**src/hdl/assert_macros.svh**
```systemverilog
// ----------------------------------------------------------------------------
// Assertion macros
// Shared concurrent assertion forms, clocked on clk and disabled in reset.
// ----------------------------------------------------------------------------
`ifndef ASSERT_MACROS_SVH
`define ASSERT_MACROS_SVH

// The consequent must hold in the same cycle as the antecedent.
`define ASSERT_IMPL(label, pre, post, msg) \
  label: assert property (@(posedge clk) disable iff (rst) (pre) |-> (post)) \
    else $error(msg);

// The consequent must hold in the cycle after the antecedent.
`define ASSERT_NEXT(label, pre, post, msg) \
  label: assert property (@(posedge clk) disable iff (rst) (pre) |=> (post)) \
    else $error(msg);

// The condition must never hold.
`define ASSERT_NEVER(label, cond, msg) \
  label: assert property (@(posedge clk) disable iff (rst) !(cond)) \
    else $error(msg);

`endif

```
**src/hdl/esm_pkg.sv**
```systemverilog
// ----------------------------------------------------------------------------
// Encoder speed meter package
// Widths, codes and reset values shared by the speed meter files.
// ----------------------------------------------------------------------------
package esm_pkg;

  localparam int WIN_DEPTH = 8;
  localparam int WIN_LOG2  = $clog2(WIN_DEPTH);
  localparam int IDX_W     = (WIN_LOG2 > 0) ? WIN_LOG2 : 1;
  localparam int SUM_W     = 17 + WIN_LOG2;

  localparam int DATA_W    = 16;
  localparam int CNT_W     = 15;
  localparam int CPR_W     = 16;
  localparam int RATE_W    = 14;
  localparam int CMD_W     = 2;
  localparam int DIR_W     = 2;
  localparam int OVP_W     = 32;
  localparam int FULL_W    = 34;
  localparam int RPROD_W   = DATA_W + RATE_W + 1;
  localparam int DIV_W     = 35;
  localparam int DIV_CNT_W = $clog2(DIV_W + 1);

  localparam int CFG_IDX_W  = 2;
  localparam int CFG_DATA_W = 16;

  localparam int RPM_SECONDS = 60;

  localparam logic [CPR_W-1:0]  CPR_RESET  = CPR_W'(2048);
  localparam logic [RATE_W-1:0] RATE_RESET = RATE_W'(100);

  localparam logic [CFG_IDX_W-1:0] CFG_CPR  = CFG_IDX_W'(0);
  localparam logic [CFG_IDX_W-1:0] CFG_RATE = CFG_IDX_W'(1);
  localparam logic [CFG_IDX_W-1:0] CFG_INV  = CFG_IDX_W'(2);

  typedef enum logic [CMD_W-1:0] {
    CMD_OVERFLOW = 2'd0,
    CMD_SAMPLE   = 2'd1,
    CMD_CLEAR    = 2'd2
  } cmd_t;

  typedef enum logic [DIR_W-1:0] {
    DIR_STOP = 2'd0,
    DIR_FWD  = 2'd1,
    DIR_REV  = 2'd2
  } dir_t;

  typedef enum logic [3:0] {
    ST_IDLE,
    ST_OVMUL,
    ST_UPDATE,
    ST_MEAN,
    ST_RATE,
    ST_SCALE,
    ST_DIV,
    ST_FIN,
    ST_OUT
  } state_t;

endpackage

```
**src/hdl/esm_in_if.sv**
```systemverilog
// ----------------------------------------------------------------------------
// Speed meter command channel
// Carries one command item with its counter reading and count direction.
// ----------------------------------------------------------------------------
interface esm_in_if;
  logic                      valid;
  logic                      ready;
  logic [esm_pkg::CMD_W-1:0] cmd;
  logic [esm_pkg::CNT_W-1:0] counter_value;
  logic                      counting_down;

  modport source (output valid, cmd, counter_value, counting_down, input ready);
  modport sink (input valid, cmd, counter_value, counting_down, output ready);
endinterface

```
**src/hdl/esm_out_if.sv**
```systemverilog
// ----------------------------------------------------------------------------
// Speed meter result channel
// Carries one result item: count delta, direction code and average speed.
// ----------------------------------------------------------------------------
interface esm_out_if;
  logic                              valid;
  logic                              ready;
  logic signed [esm_pkg::DATA_W-1:0] count_delta;
  logic        [esm_pkg::DIR_W-1:0]  direction_code;
  logic signed [esm_pkg::DATA_W-1:0] average_rpm;

  modport source (output valid, count_delta, direction_code, average_rpm, input ready);
  modport sink (input valid, count_delta, direction_code, average_rpm, output ready);
endinterface

```
**src/hdl/esm_div.sv**
```systemverilog
// ----------------------------------------------------------------------------
// Speed meter divider
// Restoring unsigned divider that retires one quotient bit per cycle.
// ----------------------------------------------------------------------------
`include "assert_macros.svh"

module esm_div (
  input  logic                             clk,
  input  logic                             rst,
  input  logic                             start,
  input  logic [esm_pkg::DIV_W-1:0]        dividend,
  input  logic [esm_pkg::CPR_W-1:0]        divisor,
  output logic                             done,
  output logic [esm_pkg::DIV_W-1:0]        quotient
);

  logic                              busy;
  logic [esm_pkg::DIV_CNT_W-1:0]     cnt;
  logic [esm_pkg::CPR_W-1:0]         rem;
  logic [esm_pkg::DIV_W-1:0]         quo;
  logic [esm_pkg::CPR_W-1:0]         dvs;
  logic [esm_pkg::CPR_W:0]           trial;
  logic                              fits;

  assign trial    = {rem, quo[esm_pkg::DIV_W-1]};
  assign fits     = (trial >= {1'b0, dvs});
  assign quotient = quo;

  always_ff @(posedge clk) begin
    if (rst) begin
      busy <= 1'b0;
      cnt  <= '0;
      done <= 1'b0;
    end else begin
      done <= 1'b0;
      if (start) begin
        busy <= 1'b1;
        cnt  <= esm_pkg::DIV_CNT_W'(esm_pkg::DIV_W);
      end else if (busy) begin
        cnt <= cnt - 1'b1;
        if (cnt == esm_pkg::DIV_CNT_W'(1)) begin
          busy <= 1'b0;
          done <= 1'b1;
        end
      end
    end
  end

  always_ff @(posedge clk) begin
    if (start) begin
      quo <= dividend;
      rem <= '0;
      dvs <= divisor;
    end else if (busy) begin
      if (fits) begin
        rem <= esm_pkg::CPR_W'(trial - {1'b0, dvs});
      end else begin
        rem <= trial[esm_pkg::CPR_W-1:0];
      end
      quo <= {quo[esm_pkg::DIV_W-2:0], fits};
    end
  end

  `ASSERT_NEVER(a_div_restart, start && busy, "divider started while busy")
  `ASSERT_NEXT(a_div_finish, busy && (cnt == esm_pkg::DIV_CNT_W'(1)), done && !busy, "divider missed its last step")

endmodule

```
**src/hdl/encoder_speed_meter_core.sv**
```systemverilog
// ----------------------------------------------------------------------------
// Encoder speed meter core
// Counts encoder overflows, forms the count delta per sample, keeps a moving
// window of deltas and reports the window mean in revolutions per minute.
// ----------------------------------------------------------------------------
// Every command item yields exactly one result item. A new command item is
// taken only once the previous item has placed its result in the output
// register, which waits until the result before it has been taken. The rpm
// conversion divides by counts_per_rev in a restoring divider at one quotient
// bit per cycle. A finished result waits in the output register while the next
// item is accepted. Configuration writes take effect at once and must only be
// issued while the block is idle.
// ----------------------------------------------------------------------------
`include "assert_macros.svh"

module encoder_speed_meter_core (
  input  logic                              clk,
  input  logic                              rst,
  esm_in_if.sink                            req,
  esm_out_if.source                         rsp,
  input  logic                              cfg_we,
  input  logic [esm_pkg::CFG_IDX_W-1:0]     cfg_idx,
  input  logic [esm_pkg::CFG_DATA_W-1:0]    cfg_wdata
);

  esm_pkg::state_t state, state_next;

  logic [esm_pkg::CPR_W-1:0]  counts_per_rev;
  logic [esm_pkg::RATE_W-1:0] sample_rate_hz;
  logic                       invert_direction;

  logic [esm_pkg::CMD_W-1:0]  cmd_q;
  logic [esm_pkg::CNT_W-1:0]  cur_q;
  logic                       down_q;

  logic [esm_pkg::DATA_W-1:0]        ovf_cnt;
  logic [esm_pkg::CNT_W-1:0]         prev_cnt;
  logic                              first_pend;
  logic signed [esm_pkg::DATA_W-1:0] win [esm_pkg::WIN_DEPTH];
  logic [esm_pkg::WIN_DEPTH-1:0]     win_vld;
  logic [esm_pkg::IDX_W-1:0]         win_idx;
  logic signed [esm_pkg::SUM_W-1:0]  win_sum;

  logic [esm_pkg::OVP_W-1:0]          ov_prod;
  logic signed [esm_pkg::DATA_W-1:0]  delta_q;
  esm_pkg::dir_t                      dir_q;
  logic signed [esm_pkg::DATA_W-1:0]  mean_q;
  logic signed [esm_pkg::RPROD_W-1:0] rate_prod;
  logic                               rpm_neg;
  logic signed [esm_pkg::DATA_W-1:0]  rpm_q;

  logic signed [esm_pkg::DATA_W-1:0]  d_diff;
  logic signed [esm_pkg::FULL_W-1:0]  full;
  logic signed [esm_pkg::FULL_W-1:0]  full_s;
  logic                               neg;
  logic signed [esm_pkg::DATA_W-1:0]  delta_new;
  esm_pkg::dir_t                      dir_new;
  logic signed [esm_pkg::DATA_W-1:0]  old_val;
  logic signed [esm_pkg::SUM_W-1:0]   sum_new;
  logic signed [esm_pkg::SUM_W-1:0]   sum_adj;
  logic signed [esm_pkg::SUM_W-1:0]   mean_full;
  logic [esm_pkg::RPROD_W-1:0]        rate_mag;
  logic [esm_pkg::DIV_W-1:0]          scaled;
  logic [esm_pkg::DATA_W-1:0]         quo_low;
  logic [esm_pkg::IDX_W-1:0]          idx_inc;

  logic                               div_start;
  logic                               div_done;
  logic [esm_pkg::DIV_W-1:0]          div_quo;
  logic                               out_free;

  // Delta of the current sample against the previous reading.
  assign d_diff  = $signed({1'b0, cur_q}) - $signed({1'b0, prev_cnt});
  assign full    = down_q ? ($signed({2'b00, ov_prod}) - esm_pkg::FULL_W'(d_diff))
                          : ($signed({2'b00, ov_prod}) + esm_pkg::FULL_W'(d_diff));
  assign neg     = down_q ^ invert_direction;
  assign full_s  = neg ? -full : full;

  always_comb begin
    if (first_pend) begin
      delta_new = '0;
      dir_new   = esm_pkg::DIR_STOP;
    end else begin
      delta_new = full_s[esm_pkg::DATA_W-1:0];
      if (full == '0) begin
        dir_new = esm_pkg::DIR_STOP;
      end else if (neg) begin
        dir_new = esm_pkg::DIR_REV;
      end else begin
        dir_new = esm_pkg::DIR_FWD;
      end
    end
  end

  assign old_val = win_vld[win_idx] ? win[win_idx] : '0;
  assign sum_new = win_sum - esm_pkg::SUM_W'(old_val) + esm_pkg::SUM_W'(delta_new);
  assign idx_inc = (win_idx == esm_pkg::IDX_W'(esm_pkg::WIN_DEPTH - 1)) ? '0
                                                                     : win_idx + 1'b1;

  // Mean rounds toward zero.
  assign sum_adj   = win_sum[esm_pkg::SUM_W-1]
                   ? win_sum + esm_pkg::SUM_W'(esm_pkg::WIN_DEPTH - 1) : win_sum;
  assign mean_full = sum_adj >>> esm_pkg::WIN_LOG2;

  assign rate_mag = rate_prod[esm_pkg::RPROD_W-1] ? esm_pkg::RPROD_W'(-rate_prod)
                                                  : esm_pkg::RPROD_W'(rate_prod);
  assign scaled   = esm_pkg::DIV_W'(rate_mag) * esm_pkg::DIV_W'(esm_pkg::RPM_SECONDS);
  assign quo_low  = div_quo[esm_pkg::DATA_W-1:0];
  assign out_free = !rsp.valid || rsp.ready;

  esm_div u_div (
    .clk      (clk),
    .rst      (rst),
    .start    (div_start),
    .dividend (scaled),
    .divisor  (counts_per_rev),
    .done     (div_done),
    .quotient (div_quo)
  );

  always_comb begin
    state_next = state;
    unique case (state)
      esm_pkg::ST_IDLE:   if (req.valid) state_next = esm_pkg::ST_OVMUL;
      esm_pkg::ST_OVMUL:  state_next = esm_pkg::ST_UPDATE;
      esm_pkg::ST_UPDATE: state_next = esm_pkg::ST_MEAN;
      esm_pkg::ST_MEAN:   state_next = esm_pkg::ST_RATE;
      esm_pkg::ST_RATE:   state_next = esm_pkg::ST_SCALE;
      esm_pkg::ST_SCALE:  state_next = esm_pkg::ST_DIV;
      esm_pkg::ST_DIV:    if (div_done) state_next = esm_pkg::ST_FIN;
      esm_pkg::ST_FIN:    state_next = esm_pkg::ST_OUT;
      esm_pkg::ST_OUT:    if (out_free) state_next = esm_pkg::ST_IDLE;
      default:            state_next = esm_pkg::ST_IDLE;
    endcase
  end

  always_comb begin
    req.ready = (state == esm_pkg::ST_IDLE);
    div_start = (state == esm_pkg::ST_SCALE);
  end

  always_ff @(posedge clk) begin
    if (rst) begin
      state            <= esm_pkg::ST_IDLE;
      counts_per_rev   <= esm_pkg::CPR_RESET;
      sample_rate_hz   <= esm_pkg::RATE_RESET;
      invert_direction <= 1'b0;
      ovf_cnt          <= '0;
      prev_cnt         <= '0;
      first_pend       <= 1'b1;
      win_vld          <= '0;
      win_idx          <= '0;
      win_sum          <= '0;
      rsp.valid        <= 1'b0;
    end else begin
      state <= state_next;
      if (cfg_we) begin
        unique case (cfg_idx)
          esm_pkg::CFG_CPR:  counts_per_rev   <= cfg_wdata[esm_pkg::CPR_W-1:0];
          esm_pkg::CFG_RATE: sample_rate_hz   <= cfg_wdata[esm_pkg::RATE_W-1:0];
          esm_pkg::CFG_INV:  invert_direction <= cfg_wdata[0];
          default: ;
        endcase
      end
      if (state == esm_pkg::ST_UPDATE) begin
        case (cmd_q)
          esm_pkg::CMD_OVERFLOW: begin
            if (ovf_cnt != '1) ovf_cnt <= ovf_cnt + 1'b1;
          end
          esm_pkg::CMD_SAMPLE: begin
            first_pend       <= 1'b0;
            ovf_cnt          <= '0;
            prev_cnt         <= cur_q;
            win_vld[win_idx] <= 1'b1;
            win_sum          <= sum_new;
            win_idx          <= idx_inc;
          end
          esm_pkg::CMD_CLEAR: begin
            win_vld    <= '0;
            win_sum    <= '0;
            first_pend <= 1'b1;
          end
          default: ;
        endcase
      end
      if (state == esm_pkg::ST_OUT && out_free) begin
        rsp.valid <= 1'b1;
      end else if (rsp.ready) begin
        rsp.valid <= 1'b0;
      end
    end
  end

  always_ff @(posedge clk) begin
    if (req.valid && req.ready) begin
      cmd_q  <= req.cmd;
      cur_q  <= req.counter_value;
      down_q <= req.counting_down;
    end
    if (state == esm_pkg::ST_OVMUL) begin
      ov_prod <= ovf_cnt * counts_per_rev;
    end
    if (state == esm_pkg::ST_UPDATE) begin
      if (cmd_q == esm_pkg::CMD_SAMPLE) begin
        win[win_idx] <= delta_new;
        delta_q      <= delta_new;
        dir_q        <= dir_new;
      end else begin
        delta_q <= '0;
        dir_q   <= esm_pkg::DIR_STOP;
      end
    end
    if (state == esm_pkg::ST_MEAN) begin
      mean_q <= mean_full[esm_pkg::DATA_W-1:0];
    end
    if (state == esm_pkg::ST_RATE) begin
      rate_prod <= mean_q * $signed({1'b0, sample_rate_hz});
    end
    if (state == esm_pkg::ST_SCALE) begin
      rpm_neg <= rate_prod[esm_pkg::RPROD_W-1];
    end
    if (state == esm_pkg::ST_FIN) begin
      if (counts_per_rev == '0) begin
        rpm_q <= '0;
      end else if (rpm_neg) begin
        rpm_q <= -$signed(quo_low);
      end else begin
        rpm_q <= $signed(quo_low);
      end
    end
    if (state == esm_pkg::ST_OUT && out_free) begin
      rsp.count_delta    <= delta_q;
      rsp.direction_code <= dir_q;
      rsp.average_rpm    <= rpm_q;
    end
  end

  `ASSERT_NEXT(a_first_zero, (state == esm_pkg::ST_UPDATE) && (cmd_q == esm_pkg::CMD_SAMPLE) && first_pend, (delta_q == '0) && (dir_q == esm_pkg::DIR_STOP), "first sample gave a nonzero delta")
  `ASSERT_NEXT(a_sample_ovf, (state == esm_pkg::ST_UPDATE) && (cmd_q == esm_pkg::CMD_SAMPLE), (ovf_cnt == '0) && !first_pend, "sample did not reset the overflow count")
  `ASSERT_NEXT(a_clear_win, (state == esm_pkg::ST_UPDATE) && (cmd_q == esm_pkg::CMD_CLEAR), (win_sum == '0) && (win_vld == '0) && first_pend, "clear left window state behind")

endmodule

```
**src/flat_wrapper.sv**
```systemverilog
// flat-port wrapper written by rule: the top's interface ports become plain ports
module encoder_speed_meter_core_flat 
  (clk, rst, cfg_we, cfg_idx, cfg_wdata, req_valid, req_cmd, req_counter_value, req_counting_down, req_ready, rsp_valid, rsp_count_delta, rsp_direction_code, rsp_average_rpm, rsp_ready);
  esm_in_if req_i ();
  esm_out_if rsp_i ();
  input  logic clk;
  input  logic rst;
  input  logic cfg_we;
  input  logic [esm_pkg::CFG_IDX_W-1:0] cfg_idx;
  input  logic [esm_pkg::CFG_DATA_W-1:0] cfg_wdata;
  input wire logic [$bits(req_i.valid)-1:0] req_valid;
  input wire logic [$bits(req_i.cmd)-1:0] req_cmd;
  input wire logic [$bits(req_i.counter_value)-1:0] req_counter_value;
  input wire logic [$bits(req_i.counting_down)-1:0] req_counting_down;
  output wire logic [$bits(req_i.ready)-1:0] req_ready;
  output wire logic [$bits(rsp_i.valid)-1:0] rsp_valid;
  output wire logic [$bits(rsp_i.count_delta)-1:0] rsp_count_delta;
  output wire logic [$bits(rsp_i.direction_code)-1:0] rsp_direction_code;
  output wire logic [$bits(rsp_i.average_rpm)-1:0] rsp_average_rpm;
  input wire logic [$bits(rsp_i.ready)-1:0] rsp_ready;
  assign req_i.valid = req_valid;
  assign req_i.cmd = req_cmd;
  assign req_i.counter_value = req_counter_value;
  assign req_i.counting_down = req_counting_down;
  assign req_ready = req_i.ready;
  assign rsp_valid = rsp_i.valid;
  assign rsp_count_delta = rsp_i.count_delta;
  assign rsp_direction_code = rsp_i.direction_code;
  assign rsp_average_rpm = rsp_i.average_rpm;
  assign rsp_i.ready = rsp_ready;
  encoder_speed_meter_core u_core (.clk(clk), .rst(rst), .req(req_i), .rsp(rsp_i), .cfg_we(cfg_we), .cfg_idx(cfg_idx), .cfg_wdata(cfg_wdata));
endmodule
```
**config.mk**
```make
export PLATFORM = sky130hd
export DESIGN_NAME = encoder_speed_meter_core_flat
export DESIGN_NICKNAME = d
export VERILOG_FILES = /design/src/hdl/esm_pkg.sv /design/src/hdl/esm_in_if.sv /design/src/hdl/esm_out_if.sv /design/src/hdl/esm_div.sv /design/src/hdl/encoder_speed_meter_core.sv /design/src/flat_wrapper.sv
export VERILOG_INCLUDE_DIRS = /design/src /design/src/hdl
export SDC_FILE = /design/constraint.sdc
export NUM_CORES = 2
export LEC_CHECK = 0
export BUFFER_PORTS_ARGS = -buffer_cell sky130_fd_sc_hd__clkbuf_2
export CORE_UTILIZATION = 60
export CTS_CLUSTER_SIZE = 25
export DETAILED_ROUTE_END_ITERATION = 10
export GPL_ROUTABILITY_DRIVEN = 0
export GPL_TIMING_DRIVEN = 0
export HOLD_SLACK_MARGIN = 0.05
export PLACE_DENSITY = 0.77
export SYNTH_ARGS = -nofsm -noshare
export SYNTH_HDL_FRONTEND = slang
export SYNTH_HIERARCHICAL = 1
export SYNTH_SLANG_ARGS = --single-unit
```
**constraint.sdc**
```tcl
create_clock -name clk -period 20.1 [get_ports clk]
set_clock_uncertainty 0.05 [all_clocks]
set_input_delay 0 -clock clk [delete_from_list [all_inputs] [get_ports clk]]
set_output_delay 0 -clock clk [all_outputs]
set_load 0.1 [all_outputs]
```
# --- Word level (Yosys, flattened, before mapping) ---
# Memories as Yosys holds them, arrays and structs flattened. A register that Yosys moved wholly into a read port is not among the register bits.
# Index checks and enable logic that the tools add are counted.
totals:
  mem_bits_rw: 128
  register_bits: 340
  word_cells: 137
  memories: 1
  output_inout_bits: 36
memory_table:
  columns: ["name", "depth", "width", "read_ports", "rd_clocked_by_memory_dff", "write_ports", "line_no", "source"]
  rows:
  - ["u_core.win", 8, 16, 1, 1, 1, "encoder_speed_meter_core.sv:39", "logic signed [esm_pkg::DATA_W-1:0] win [esm_pkg::WIN_DEPTH];"]
classes:
  order_cmp: 3
  eq_ne: 19
  mul: 3
  reduce_logical: 24
  muxes: 38
  n_bitwise: 4
  add_sub_neg: 13
op_table:
  columns: ["operator", "n"]
  rows:
  - ["two-way mux 16 bit", 6]
  - ["two-way mux 35 bit", 2]
  - ["one-hot mux 20 bit (2 select lines)", 1]
  - ["one-hot mux 4 bit (9 select lines)", 1]
  - ["adder 33 x 16 -> 34 bit", 1]
  - ["zero test 34 bit", 1]
  - ["two-way mux 34 bit", 1]
  - ["subtractor 33 x 16 -> 34 bit", 1]
  - ["multiplier 31 x 4 -> 33 bit (second input constant)", 1]
  - ["multiplier 16 x 16 -> 32 bit", 1]
  - ["negation 16 bit", 2]
  - ["one-hot mux 16 bit (2 select lines)", 1]
  - ["multiplier 16 x 15 -> 31 bit", 1]
  - ["two-way mux 31 bit", 1]
  - ["negation 31 bit", 1]
  - ["adder 20 x 16 -> 20 bit", 1]
  - ["subtractor 20 x 16 -> 20 bit", 1]
  - ["adder 19 x 4 -> 19 bit (second input constant)", 1]
  - ["two-way mux 19 bit", 1]
  - [">= comparator 17 x 16 -> 1 bit", 1]
  - ["adder 16 x 1 -> 16 bit (second input constant)", 1]
  - ["equality test 4 x 3 -> 1 bit (second input constant)", 4]
  - ["zero test 16 bit", 1]
  - ["inequality test 16 bit (second input constant)", 1]
  - ["other kinds (37)", 70]

# --- Logic depth before layout (Yosys ltp) ---
depth:
  depth_word: 8
  depth_mapped: 36
  mapped_depth_nobuf: 36

# --- Modules after synthesis ---
# The synthesis kept the hierarchy.
by_module_without_submodules:
  columns: ["mod", "area_each_um2", "instances", "cells_per_inst", "seq_area_each_um2"]
  rows:
  - ["encoder_speed_meter_core", 39459.1, 1, 3963, 10870.4]
  - ["esm_div", 4129.0, 1, 362, 2011.9]

# --- Worst setup path after synthesis ---
# OpenSTA, ideal clock, no wires.
synth_path:
  kind: "register to register"
  start: "reg u_core/cur_q[0] (netlist bit)"
  end: "reg u_core/win_sum[19] (netlist bit)"
  path_stages_with_launch: 30
  arrival_ps: 6951
  setup_time_ps: 101
  synth_period_minus_slack_ps: 7102
  path_buffers: 0
  required_time_ps: 19949
  path_slack_ps: 12998
  cell_sequence: "edfxtp_1 -> inv_1 -> ha_1 -> inv_1 -> fa_1 -> a211oi_1 -> nor2_1 -> xor2_1 -> nor3_1 -> nand3_1 -> o31ai_1 -> xor2_1 -> ha_1 -> and3_1 -> nand2_1 -> o21ai_1 -> o211ai_1 -> o311ai_1 -> nor4_2 -> or3_1 -> a21oi_1 -> inv_1 -> fa_1 -> xor2_1 -> xnor2_4 -> and2_1 -> mux4_2 -> a2111oi_2 -> xor2_1 -> o41ai_1"
synth_via:
  elab_chain_cells: 8
  word_cells_on_any_way: 9
  classes_between: "5 x add/sub; 4 x mux"
synth_rtl:
  columns: ["item", "line_no", "source"]
  rows:
  - ["from (decl)", "encoder_speed_meter_core.sv:33", "logic [esm_pkg::CNT_W-1:0] cur_q;"]
  - ["from (signal assigned)", "encoder_speed_meter_core.sv:197", "cur_q <= req.counter_value;"]
  - ["subtractor 15 x 15 -> 16 bit (*)", "encoder_speed_meter_core.sv:73", "assign d_diff = $signed({1'b0, cur_q}) - $signed({1'b0, prev_cnt});"]
  - ["adder 33 x 16 -> 34 bit / subtractor 33 x 16 -> 34 bit (equally long branches)", "encoder_speed_meter_core.sv:75, encoder_speed_meter_core.sv:74", null]
  - ["two-way mux 34 bit (*)", "encoder_speed_meter_core.sv:74", "assign full = down_q ? ($signed({2'b00, ov_prod}) - esm_pkg::FULL_W'(d_diff))"]
  - ["negation 16 bit", "encoder_speed_meter_core.sv:77", "assign full_s = neg ? -full : full;"]
  - ["two-way mux 16 bit (*)", "encoder_speed_meter_core.sv:77", null]
  - ["two-way mux 16 bit (*)", "encoder_speed_meter_core.sv:80", "if (first_pend) begin"]
  - ["net u_core.delta_new (one bit)", "encoder_speed_meter_core.sv:56", "logic signed [esm_pkg::DATA_W-1:0] delta_new;"]
  - ["adder 20 x 16 -> 20 bit (*)", "encoder_speed_meter_core.sv:96", "assign sum_new = win_sum - esm_pkg::SUM_W'(old_val) + esm_pkg::SUM_W'(delta_new);"]
  - ["one-hot mux 20 bit (2 select lines) (*)", "encoder_speed_meter_core.sv:166", "case (cmd_q)"]
  - ["to (signal assigned)", "encoder_speed_meter_core.sv:175", "win_sum <= sum_new;"]
  - ["to (decl)", "encoder_speed_meter_core.sv:42", "logic signed [esm_pkg::SUM_W-1:0] win_sum;"]
# Mark *: on every way through the listed nets, which the timed path passes. The rest lies on a longest branch.
# A chain may end at the register's enable or synchronous reset.

# --- Worst setup path after layout ---
# Ends and elaborated chain as after synthesis.

==> results.sh <==
export IMPL_max_cap_viol_count=0
export IMPL_clk_pin_slew_worst_paths_ns=0.06
export IMPL_routed_wl_microns=107000
export IMPL_p_leak_nw=20.9
export IMPL_grt_max_degree=36
export IMPL_via_count=32015
export IMPL_power_density_nw_per_um2=75.5
export IMPL_postPlaceCellArea_sq_um=45500
export IMPL_postRouteAntennaNets=0
export IMPL_clk_latency_ns=0.66
export IMPL_arrival_ns=9.34
export IMPL_numCtsBuffers=52
export IMPL_critPathKind="register to register"
export IMPL_drt_pre_antenna_iters=5
export IMPL_fp_dieH_microns=272
export IMPL_tightestPinTransition_ns=1.37
export IMPL_syn_area_sq_um=43600
export IMPL_setup_viol=0
export IMPL_yosysSeqAreaShare_pct=29.6
export IMPL_ys_warn_count=6
export IMPL_synth_ff_type="edfxtp_1"
export IMPL_maxSlewViolCount=0
export IMPL_rsz0062_at_grt="no"
export IMPL_clockRootBuffer="clkbuf_16"
export IMPL_vias_per_cell=5.79
export IMPL_grt_pass1_wl_microns=171000
export IMPL_fin_cells=5529
export IMPL_cp_start_kind="register"
export IMPL_synthTopCellsByArea="edfxtp_1, fa_1, ha_1, dfxtp_1, inv_1"
export IMPL_synth_seq_cells=471
export IMPL_yosysTopAreaCell="edfxtp_1"
export IMPL_async_flop_share_pct=0
export IMPL_rows=98
export IMPL_fin_tns_setup_ns=0
export IMPL_track_usage_pct=29.6
export IMPL_end_kind="register"
export IMPL_ios=77
export IMPL_finalHoldViolCount=0
export IMPL_syn_inst=4325
export IMPL_status="finished, final reports clean"
export IMPL_reg2reg_slack_ns=11.25
export IMPL_synth_enable_flop_cells=345
export IMPL_synth_top_area_share_pct=23.8
export IMPL_crit_fanout=10
export IMPL_worstPathRequired_ns=20.60
export IMPL_tritoncts="yes"
export IMPL_cpMaxStageDelayCell="a21oi_1"
export IMPL_initial_utilization_pct=60.8
export IMPL_area_growth_pct=9.74
export IMPL_fp_coreArea_sq_um=71700
export IMPL_final_nets=5375
export IMPL_h_tree_depth=2
export IMPL_fin_area_sq_um=47800
export IMPL_fin_crit_ns=8.85
export IMPL_hold_path_class="input port to register"
export IMPL_hpwl_microns=83000
export IMPL_die_w_microns=272
export IMPL_period_share_pct=44.0
export IMPL_max_freq_mhz=113
export IMPL_detail_route_wl_per_cell_microns=19.3
export IMPL_regArea_sq_um=12900
export IMPL_antenna_found_initial=3
export IMPL_dieArea_sq_um=73700
export IMPL_peakVddDrop_mv=0.0866
export IMPL_relSlewSlack_pct=8.70
export IMPL_grt_overflow_total=0
export IMPL_critPathMaxStageDelay_ns=1.06
export IMPL_drcViolationCount=0
export IMPL_post_cts_resized=0
export IMPL_synth_cell_type_count=93
export IMPL_fillCellCount=5491
export IMPL_grt_pass1_vias=32124
export IMPL_io_buffers=76
export IMPL_clock_sinks=471
export IMPL_clockBufferDepth=3
export IMPL_drt_iter0_drc=2613
export IMPL_postSynthAreaPerCell_sq_um=10.1
export IMPL_dp_cells=5370
export IMPL_drive_above_1_share_pct=7.04
export IMPL_multi_input_area_sq_um=27600
export IMPL_fin_util_pct=66.7
[flip-flops by register name, indices dropped and copies added, names as in the netlist, 20 cells and up, named ones only]
register / cells
u_core/rate_prod: 31
u_core/ov_prod: 32
u_core/win_sum: 20
u_core/win: 128
u_core/u_div/quotient: 35
[cells in the final DEF, fill, tap and decap left out, types with 24 or more instances in the layout]
| cell type | instances |
|---|---|
| mux2_2 | 38 |
| o21ai_0 | 82 |
| a21o_1 | 66 |
| nand2b_1 | 32 |
| clkbuf_16 | 54 |
| a21oi_1 | 200 |
| inv_1 | 651 |
| xor2_1 | 100 |
| nand3_1 | 36 |
| nor2_1 | 226 |
| and2_1 | 247 |
| or3_1 | 30 |
| nand2_1 | 493 |
| nor2b_1 | 29 |
| clkbuf_2 | 76 |
| dlygate4sd3_1 | 59 |
| nor3_1 | 43 |
| dfxtp_1 | 126 |
| ha_1 | 309 |
| xnor2_1 | 141 |
| mux4_2 | 33 |
| a31oi_1 | 24 |
| edfxtp_1 | 345 |
| clkbuf_1 | 161 |
| fa_1 | 492 |
[timing repair]
item                      in CTS  in global routing
hold buffers                  59                  0
hold endpoints to repair      62                  0
buffers inserted               0                  0
[critical path: cells and delay by family, from the launching register on]
kind	cells	cell delay (ns)
AOI/OAI and AO/OA	14	4.23
xor gates and xnor gates	3	0.52
adders and majority gates	5	1.71
buffers and inverters	6	0.82
DFF	1	0.41
and+or+nand+nor	7	1.01
[synthesized netlist by cell type, types with 12 or more instances]
library cell and count:
fa_1 492, o21ai_1 14, o31ai_1 19, nand2b_1 32, or3_1 30, xor2_1 100, nand2_1 493, mux2i_1 23
a31oi_1 24, buf_1 18, nor4_1 15, nand4_1 16, a21o_1 66, nand3b_1 16, a21oi_1 200, dfxtp_1 126
a211oi_1 14, a31o_2 12, o21ai_0 82, inv_1 651, nor2_1 230, mux4_2 33, nand3_1 36, xnor2_1 141
mux2_2 38, edfxtp_1 345, ha_1 309, a22oi_1 13, nor2b_1 30, o211ai_1 16, and3_1 23, clkbuf_1 153
and2_1 247, o21a_1 23, nor3_1 51
[metal layers]
metal / share of wire (%) / global-route usage [%] / vias to the layer above
met2: 48 / 48.7 / 1182
li1: - / - / 14714
met1: 40 / 39.0 / 15870
met4: 5.2 / 14.5 / 2
met5: 0.011 / 0 / -
met3: 7.1 / 3.73 / 247
[power by group]
| part | switching, mW | internal [mW] | total, mW |
|---|---|---|---|
| clock | 0.419 | 0.561 | 0.980 |
| combinational | 0.863 | 0.630 | 1.49 |
| sequential | 0.0321 | 1.11 | 1.14 |
| total | 1.31 | 2.30 | 3.61 |
[metrics by stage]
step	power [mW]	setup slack [ns]	hold WS [ns]
after detailed placement	2.62	11.38	0.130
after global placement	2.58	11.52	0.127
after floorplan	2.30	13.00	0.0489
after CTS	3.61	11.32	0.0902
after global routing	3.83	10.54	0.0827
final	3.61	11.25	0.116
[cell type report]
class / instances / share of cell area (%)
multi-input combinational: 3023 / 57.7
sequential: 471 / 26.9
inverter: 651 / 5.11
clock buffer: 65 / 2.97
timing repair buffer: 153 / 2.52
tap: 950 / 2.48
buffer: 181 / 1.50
clock inverter: 33 / 0.748
antenna: 2 / 0.0105
[final timing paths]
check                           depth (start not counted)                        end         startpoint
worst max-delay path                                   35         u_core/win_sum[19]    u_core/cur_q[0]
worst max register to register                         35         u_core/win_sum[19]    u_core/cur_q[0]
worst min-delay path                                    2            u_core/cmd_q[1]         req_cmd[1]
worst min register to register                          0  u_core/rsp.count_delta[1]  u_core/delta_q[1]
[kinds of logic (layout without fill, tap and decap cells)]
logic type      Yosys count  after routing  synth area share, %
other cells               1              4              0.00860
fa+ha+maj               801            801                 31.5
flops                   471            471                 29.6
mux                      95             95                 3.25
compound gates          611            611                 9.41
simple gates           1272           1272                 14.2
xor+xnor                242            242                 4.91
buf+inv                 832           1083                 7.25
No activity file was read; power rests on OpenSTA's default activity.
